--- src/assert_macros.svh ---
// assertion macros for the backoff block
// expects clk and arst_n in the scope of use
`ifndef ASSERT_MACROS_SVH
`define ASSERT_MACROS_SVH

// property checked every clock, off while in reset
`define DCEB_ASSERT(lbl, prop, msg) \
	lbl: assert property (@(posedge clk) disable iff (!arst_n) prop) else $error(msg);

// condition in one cycle implies consequence in the next
`define DCEB_ASSERT_NEXT(lbl, ante, cons, msg) \
	lbl: assert property (@(posedge clk) disable iff (!arst_n) (ante) |=> (cons)) \
		else $error(msg);

`endif

--- src/dceb_pkg.sv ---
// shared constants and helpers for the dual-class backoff block
// no dependencies
package dceb_pkg;

	localparam int TIME_WIDTH = 32;
	localparam int DATA_W     = 32;
	localparam int KIND_W     = 3;
	localparam int ADDR_W     = 5;
	localparam int REG_IDX_W  = 3;

	localparam logic [DATA_W-1:0] TIME_MASK = (TIME_WIDTH >= DATA_W) ? {DATA_W{1'b1}} :
		DATA_W'((64'd1 << TIME_WIDTH) - 64'd1);

	typedef logic [KIND_W-1:0] kind_t;
	typedef logic [1:0] class_t;

	localparam kind_t KIND_SYSTEM          = 3'd0;
	localparam kind_t KIND_CONNECT         = 3'd1;
	localparam kind_t KIND_DISCOVERY       = 3'd2;
	localparam kind_t KIND_SERVICE_MISSING = 3'd3;
	localparam kind_t KIND_PAYLOAD_MISSING = 3'd4;
	localparam kind_t KIND_TOO_BIG         = 3'd5;

	localparam class_t CLS_NONE = 2'd0;
	localparam class_t CLS_CONN = 2'd1;
	localparam class_t CLS_NF   = 2'd2;

	localparam logic [REG_IDX_W-1:0] REG_CONN_INTERVAL = 3'd0;
	localparam logic [REG_IDX_W-1:0] REG_CONN_RATE     = 3'd1;
	localparam logic [REG_IDX_W-1:0] REG_CONN_LIMIT    = 3'd2;
	localparam logic [REG_IDX_W-1:0] REG_NF_INTERVAL   = 3'd3;
	localparam logic [REG_IDX_W-1:0] REG_NF_RATE       = 3'd4;
	localparam logic [REG_IDX_W-1:0] REG_NF_LIMIT      = 3'd5;

	function automatic class_t kind_class(input kind_t kind);
		class_t cls;
		cls = CLS_NONE;
		if (kind == KIND_CONNECT || kind == KIND_DISCOVERY || kind == KIND_PAYLOAD_MISSING) begin
			cls = CLS_CONN;
		end else if (kind == KIND_SERVICE_MISSING || kind == KIND_TOO_BIG) begin
			cls = CLS_NF;
		end
		return cls;
	endfunction

	// counter value after the optional clear
	function automatic logic [DATA_W-1:0] eff_count(input logic [DATA_W-1:0] cnt,
		input logic [DATA_W-1:0] limit);
		logic [DATA_W-1:0] r;
		r = cnt;
		if (limit != '0 && cnt > limit) begin
			r = '0;
		end
		return r;
	endfunction

endpackage

--- src/dual_class_exponential_backoff_top.sv ---
// top level of the dual-class exponential backoff block
// uses dceb_pkg and assert_macros.svh
//
// channel  dir  handshake          contents
// s        in   s_tvalid/s_tready  tuser err_kind, tdata now_seconds
// m        out  m_tvalid/m_tready  tdata delay_seconds, next_read_time
// apb      in   psel/penable       six 32-bit registers at 4*i
//
// each item uses one shared 32x32 multiplier, which does
// square-and-multiply: a multiply and a square step per failure count bit
// system and unknown kinds skip the multiplier steps
// arst_n clears counters, registers to reset values and the sequencer
// a finished word waits in the output register; the next item is taken meanwhile
`include "assert_macros.svh"

module dual_class_exponential_backoff_top (
	input  logic        clk,
	input  logic        arst_n,
	input  logic        s_tvalid,
	output logic        s_tready,
	input  logic [2:0]  s_tuser,   // [2:0] err_kind
	input  logic [31:0] s_tdata,   // [31:0] now_seconds
	output logic        m_tvalid,
	input  logic        m_tready,
	output logic [63:0] m_tdata,   // [31:0] delay_seconds, [63:32] next_read_time
	input  logic        psel,
	input  logic        penable,
	input  logic        pwrite,
	input  logic [dceb_pkg::ADDR_W-1:0] paddr,
	input  logic [31:0] pwdata,
	output logic [31:0] prdata,
	output logic        pready
);

	localparam logic [1:0] ST_IDLE = 2'd0;
	localparam logic [1:0] ST_MUL  = 2'd1;
	localparam logic [1:0] ST_SQR  = 2'd2;
	localparam logic [1:0] ST_DONE = 2'd3;

	logic [1:0] state_q;

	logic [dceb_pkg::DATA_W-1:0] conn_interval_q, conn_rate_q, conn_limit_q;
	logic [dceb_pkg::DATA_W-1:0] nf_interval_q, nf_rate_q, nf_limit_q;
	logic [dceb_pkg::DATA_W-1:0] conn_cnt_q, nf_cnt_q;

	logic [dceb_pkg::DATA_W-1:0] acc_q, base_q, exp_q, now_q;
	logic [dceb_pkg::DATA_W-1:0] delay_q, next_q;
	logic                        m_valid_q;

	logic                        in_acc, cfg_wr, out_load;
	dceb_pkg::class_t            cls;
	logic [dceb_pkg::DATA_W-1:0] conn_eff, nf_eff;
	logic [dceb_pkg::DATA_W-1:0] mul_a, mul_b;
	logic [dceb_pkg::DATA_W-1:0] mul_p;
	logic [dceb_pkg::DATA_W-1:0] sum;
	logic [dceb_pkg::REG_IDX_W-1:0] reg_idx;

	assign pready   = 1'b1;
	assign s_tready = (state_q == ST_IDLE);
	assign in_acc   = s_tvalid && s_tready;
	assign cfg_wr   = psel && penable && pwrite && pready;
	assign reg_idx  = paddr[dceb_pkg::ADDR_W-1:2];
	assign cls      = dceb_pkg::kind_class(s_tuser);
	assign conn_eff = dceb_pkg::eff_count(conn_cnt_q, conn_limit_q);
	assign nf_eff   = dceb_pkg::eff_count(nf_cnt_q, nf_limit_q);
	assign out_load = (state_q == ST_DONE) && (!m_valid_q || m_tready);

	// shared multiplier, low word only
	assign mul_a = (state_q == ST_SQR) ? base_q : acc_q;
	assign mul_b = base_q;
	assign mul_p = mul_a * mul_b;
	assign sum   = (now_q + acc_q) & dceb_pkg::TIME_MASK;

	always_comb begin
		prdata = '0;
		unique case (reg_idx)
			dceb_pkg::REG_CONN_INTERVAL: prdata = conn_interval_q;
			dceb_pkg::REG_CONN_RATE:     prdata = conn_rate_q;
			dceb_pkg::REG_CONN_LIMIT:    prdata = conn_limit_q;
			dceb_pkg::REG_NF_INTERVAL:   prdata = nf_interval_q;
			dceb_pkg::REG_NF_RATE:       prdata = nf_rate_q;
			dceb_pkg::REG_NF_LIMIT:      prdata = nf_limit_q;
			default:                     prdata = '0;
		endcase
	end

	always_ff @(posedge clk or negedge arst_n) begin
		if (!arst_n) begin
			conn_interval_q <= 32'd1;
			conn_rate_q     <= 32'd2;
			conn_limit_q    <= '0;
			nf_interval_q   <= 32'd1;
			nf_rate_q       <= 32'd2;
			nf_limit_q      <= '0;
		end else if (cfg_wr) begin
			unique case (reg_idx)
				dceb_pkg::REG_CONN_INTERVAL: conn_interval_q <= pwdata;
				dceb_pkg::REG_CONN_RATE:     conn_rate_q     <= pwdata;
				dceb_pkg::REG_CONN_LIMIT:    conn_limit_q    <= pwdata;
				dceb_pkg::REG_NF_INTERVAL:   nf_interval_q   <= pwdata;
				dceb_pkg::REG_NF_RATE:       nf_rate_q       <= pwdata;
				dceb_pkg::REG_NF_LIMIT:      nf_limit_q      <= pwdata;
				default: ;
			endcase
		end
	end

	always_ff @(posedge clk or negedge arst_n) begin
		if (!arst_n) begin
			state_q    <= ST_IDLE;
			conn_cnt_q <= '0;
			nf_cnt_q   <= '0;
			m_valid_q  <= 1'b0;
		end else begin
			if (m_valid_q && m_tready) begin
				m_valid_q <= 1'b0;
			end
			unique case (state_q)
				ST_IDLE: begin
					if (in_acc) begin
						if (cls == dceb_pkg::CLS_CONN) begin
							conn_cnt_q <= conn_eff + 32'd1;
							state_q    <= ST_MUL;
						end else if (cls == dceb_pkg::CLS_NF) begin
							nf_cnt_q <= nf_eff + 32'd1;
							state_q  <= ST_MUL;
						end else begin
							state_q <= ST_DONE;
						end
					end
				end
				ST_MUL: begin
					state_q <= (exp_q == '0) ? ST_DONE : ST_SQR;
				end
				ST_SQR: begin
					state_q <= ST_MUL;
				end
				ST_DONE: begin
					if (out_load) begin
						m_valid_q <= 1'b1;
						state_q   <= ST_IDLE;
					end
				end
				default: state_q <= ST_IDLE;
			endcase
		end
	end

	// datapath: acc starts at interval (zero for no-class kinds), times base for each set exponent bit
	always_ff @(posedge clk) begin
		unique case (state_q)
			ST_IDLE: begin
				if (in_acc) begin
					now_q <= s_tdata;
					if (cls == dceb_pkg::CLS_CONN) begin
						acc_q  <= conn_interval_q;
						base_q <= conn_rate_q;
						exp_q  <= conn_eff;
					end else if (cls == dceb_pkg::CLS_NF) begin
						acc_q  <= nf_interval_q;
						base_q <= nf_rate_q;
						exp_q  <= nf_eff;
					end else begin
						acc_q <= '0;
						exp_q <= '0;
					end
				end
			end
			ST_MUL: begin
				if (exp_q[0]) begin
					acc_q <= mul_p;
				end
			end
			ST_SQR: begin
				base_q <= mul_p;
				exp_q  <= exp_q >> 1;
			end
			ST_DONE: begin
				if (out_load) begin
					delay_q <= acc_q;
					next_q  <= sum;
				end
			end
			default: ;
		endcase
	end

	assign m_tvalid = m_valid_q;
	assign m_tdata  = {next_q, delay_q};

	`DCEB_ASSERT_NEXT(a_none_zero, in_acc && cls == dceb_pkg::CLS_NONE,
		state_q == ST_DONE && acc_q == '0, "no-class kind must give zero delay")
	`DCEB_ASSERT_NEXT(a_conn_keeps_nf, in_acc && cls == dceb_pkg::CLS_CONN,
		$stable(nf_cnt_q), "connection event changed not-found counter")
	`DCEB_ASSERT_NEXT(a_exp_shift, state_q == ST_SQR,
		exp_q == ($past(exp_q) >> 1) && state_q == ST_MUL, "exponent step broken")
	`DCEB_ASSERT_NEXT(a_out_load, out_load,
		m_valid_q && state_q == ST_IDLE, "result not loaded")

endmodule

--- config.mk ---
export PLATFORM = sky130hd
export DESIGN_NAME = dual_class_exponential_backoff_top
export DESIGN_NICKNAME = d
export VERILOG_FILES = /design/src/dceb_pkg.sv /design/src/dual_class_exponential_backoff_top.sv
export VERILOG_INCLUDE_DIRS = /design/src /design/src/src
export SDC_FILE = /design/constraint.sdc
export NUM_CORES = 2
export LEC_CHECK = 0
export BUFFER_PORTS_ARGS = -buffer_cell sky130_fd_sc_hd__buf_2
export CAP_MARGIN = 30
export CORE_MARGIN = 3
export CORE_UTILIZATION = 30
export CTS_CLUSTER_DIAMETER = 60
export DETAILED_ROUTE_END_ITERATION = 12
export GPL_TIMING_DRIVEN = 0
export PLACE_DENSITY = 0.45
export SLEW_MARGIN = 20
export SYNTH_ARGS = -nofsm -noshare
export SYNTH_HDL_FRONTEND = slang
export SYNTH_SLANG_ARGS = --single-unit
--- constraint.sdc ---
create_clock -name clk -period 7.7 [get_ports clk]
set_clock_uncertainty 0.15 [all_clocks]
set_input_delay 0.77 -clock clk [delete_from_list [all_inputs] [get_ports clk]]
set_output_delay 0.77 -clock clk [all_outputs]
set_load 0.1 [all_outputs]
==> impl_metrics.json <==
{
  "status": "finished with violations",
  "violations": "setup timing",
  "start_util_pct": 30.33,
  "row_count": 131,
  "die_area_sq_mm": 0.1338,
  "core-area_sq_mm": 0.1280,
  "drt-wirelength-per-cell_microns": 25.18,
  "synthDominantCellAreaShare_pct": 21.09,
  "fillers": 13040,
  "num_io_pins": 178,
  "max_freq_mhz": 118.3,
  "insertion_delay_ns": 0.66,
  "drcViolationCount": 0,
  "period_share_pct": 109.8,
  "cap_violations": 0,
  "slew_viol_final": 0,
  "synth_edf_count": 192,
  "reg2reg_to": "acc_q[28]",
  "avgSynthCellArea_sq_um": 10.10,
  "ys_async_sr_fraction_pct": 57.43,
  "ff2ff_setup_slack_ns": -0.75,
  "critPathSlowestCell": "edfxtp_1",
  "grt_setup_unrepaired": "true",
  "multi_input_area_sq_mm": 0.02484,
  "place.gp.congestion": 0.9252,
  "numPortBuffers": 171,
  "cp.arrival_ns": 8.68,
  "cp-end-kind": "register",
  "postLayoutCoreUtil_pct": 35.96,
  "synth-seq-cells": 451,
  "grt_max_degree": 95,
  "drtPass1Iterations": 6,
  "worst_pin_slew_ns": 0.9986,
  "yosysWarnings": 0,
  "clock_sinks": 451,
  "yosysSeqAreaShare_pct": 31.55,
  "antenna_found_initial": 10,
  "min_period_ns": 8.454,
  "dp_hpwl_microns": 120700,
  "num_vias": 29940,
  "max_slew_margin_pct": 32.91,
  "crit_fanout": 8,
  "cts_buffer_depth": 3,
  "track_usage_pct": 22.08,
  "rr_startpoint": "base_q[7]",
  "cpMostUsedCell": "fa_1",
  "critPathKind": "register to register",
  "min_path_type": "input port to register",
  "crit_end": "acc_q[28]",
  "fin_cells": 5941,
  "synthesis.instances": 3845,
  "cts.clk_slew.worst_paths_ns": 0.07,
  "cts_inserted_buffers": 57,
  "final_nets": 4864,
  "synthesis.area_sq_mm": 0.03883,
  "drtIter0Drc": 2491,
  "worst_ep_required_time_ns": 7.93,
  "clock-root-buffer": "clkbuf_16",
  "layout_setup_ws_ns": -0.7540,
  "synthTopCellsByArea": "fa_1 21%, dfrtp_1 16%, edfxtp_1 15%",
  "r2r_cells": 30,
  "cts-htree-levels": 2,
  "dpl.cell_count": 5763,
  "ant_nets": 0,
  "slowest_delay_ns": 0.72,
  "register_area_sq_mm": 0.01225,
  "syn_nets": 4553,
  "setup_viol": 28,
  "hold_viol_final": 0,
  "cts_tree": "built",
  "critPathLaunchType": "register",
  "ys_types": 67,
  "fp.dieW_microns": 365.8,
  "setup.worst_path.start": "base_q[7]",
  "final_layout_size_suffix_gt1_share_pct": 17.19,
  "whs_ns": 0.1273,
  "synth_largest_area_cell": "fa_1",
  "grt_overflow_total": 0,
  "routed_wl_microns": 149600,
  "die_h_microns": 365.8,
  "synthFlopType": "dfrtp_1",
  "grt_pass1_wl_microns": 219000,
  "syn2layout_area_growth_pct": 18.55,
  "viasPerCell": 5.039,
  "grt_pass1_vias": 30890
}
## kinds of logic after synthesis
family	after synthesis	synth area share (%)
AO/OA/AOI/OAI	579	9.999
XOR/XNOR	111	2.823
adder cells (fa/ha/maj)	629	28.18
buffers and inverters	692	6.770
flip-flops	451	31.55
multiplexers	185	5.272
other	1	0.009658
AND/OR/NAND/NOR	1197	15.40
## cells in the mapped netlist (8+ instances only)
master	instances
a221oi_1	38
a22o_1	14
edfxtp_1	192
a211oi_1	8
dfrtp_1	255
a21oi_1	118
xor2_1	31
o21ai_0	125
a31oi_1	26
inv_1	484
mux2_2	152
nor3_1	23
fa_1	409
nand3_1	91
and3_1	36
mux2i_1	32
nor4_1	33
o21a_1	25
a22oi_1	80
nand2b_1	19
xnor3_1	9
nand2_1	437
ha_1	220
and2_1	331
nor3b_1	9
nand4_1	40
xnor2_1	71
clkbuf_1	194
nor2_1	127
a21o_1	54
nor2b_1	29
a221o_1	32
## critical path: cells and delay by family (launching register included)
family	cells	cell delay (ns)
AOI/OAI and AO/OA	8	1.19
DFF	1	0.72
muxes	1	0.38
xor gates and xnor gates	1	0.29
buffers and inverters	10	1.10
and+or+nand+nor	1	0.11
adders and majority gates	9	4.22
## per-stage QoR
stage / setup slack, ns / area (sq um) / setup TNS, ns
3_3_place_gp: -2.807 / 41910 / -82.51
6_report: -0.7540 / 46030 / -12.31
2_1_floorplan: 0.003563 / 38890 / 0
4_1_cts: -0.6935 / 45450 / -12.41
5_1_grt: -0.9184 / 46020 / -17.67
3_5_place_dp: -2.360 / 42290 / -60.99
## area by class of cell
class,instances,area share [%]
antenna,7,0.03805
multi-input combinational,2702,53.97
inverter,484,3.947
timing repair buffer,256,3.922
buffer,204,2.419
clock buffer,78,3.574
clock inverter,30,0.8127
tap,1729,4.700
sequential,451,26.62
## worst min path at each step
stage / startpoint / to / slack [ns] / cells after the start
3_5_place_dp: nf_interval_q[30] / nf_interval_q[30] / 0.37 / 1
3_3_place_gp: nf_interval_q[17] / nf_interval_q[17] / 0.37 / 1
6_report: s_tdata[22] / now_q[22] / 0.13 / 1
2_1_floorplan: acc_q[16] / delay_q[16] / 0.30 / 0
4_1_cts: s_tdata[1] / now_q[1] / 0.09 / 1
5_1_grt: s_tdata[29] / now_q[29] / 0.10 / 1
## layer usage
metal	GRT usage [%]	up-vias	part of all wire [%]
li1	-	13510	-
met2	38.15	897	49
met1	29.06	15310	43
met3	2.575	222	5.1
met5	0	-	0.0074
met4	6.267	2	3.2
## layout by cell type, fill, tap and decap left out, types with 141 or more instances in the layout
cell type  synthesis  final
nand2_1          437    428
inv_1            484    462
fa_1             409    381
ha_1             220    197
mux2_2           152    141
and2_1           331    319
edfxtp_1         192    192
buf_2              1    172
clkbuf_1         194    162
dfrtp_1          255    255
## flip-flops by register name (all words and copies together), names as in the netlist, 32 cells and up
name             cells
conn_interval_q     32
delay_q             32
conn_cnt_q          32
next_q              32
acc_q               32
conn_limit_q        32
base_q              32
nf_cnt_q            32
conn_rate_q         32
nf_interval_q       32
exp_q               32
now_q               32
nf_limit_q          32
nf_rate_q           32
## repair_timing
item | in CTS | in global routing
pin swaps | 56 | 116
endpoints found under the hold margin | 28 | 0
gates resized for setup | 168 | 136
setup buffers | 49 | 18
gates cloned | 1 | 0
hold buffers | 1 | 0
endpoints found under the setup margin | 44 | 39
Power is not shown: default switching activity piles up to over one toggle a cycle in this logic, so the estimate is an artifact.
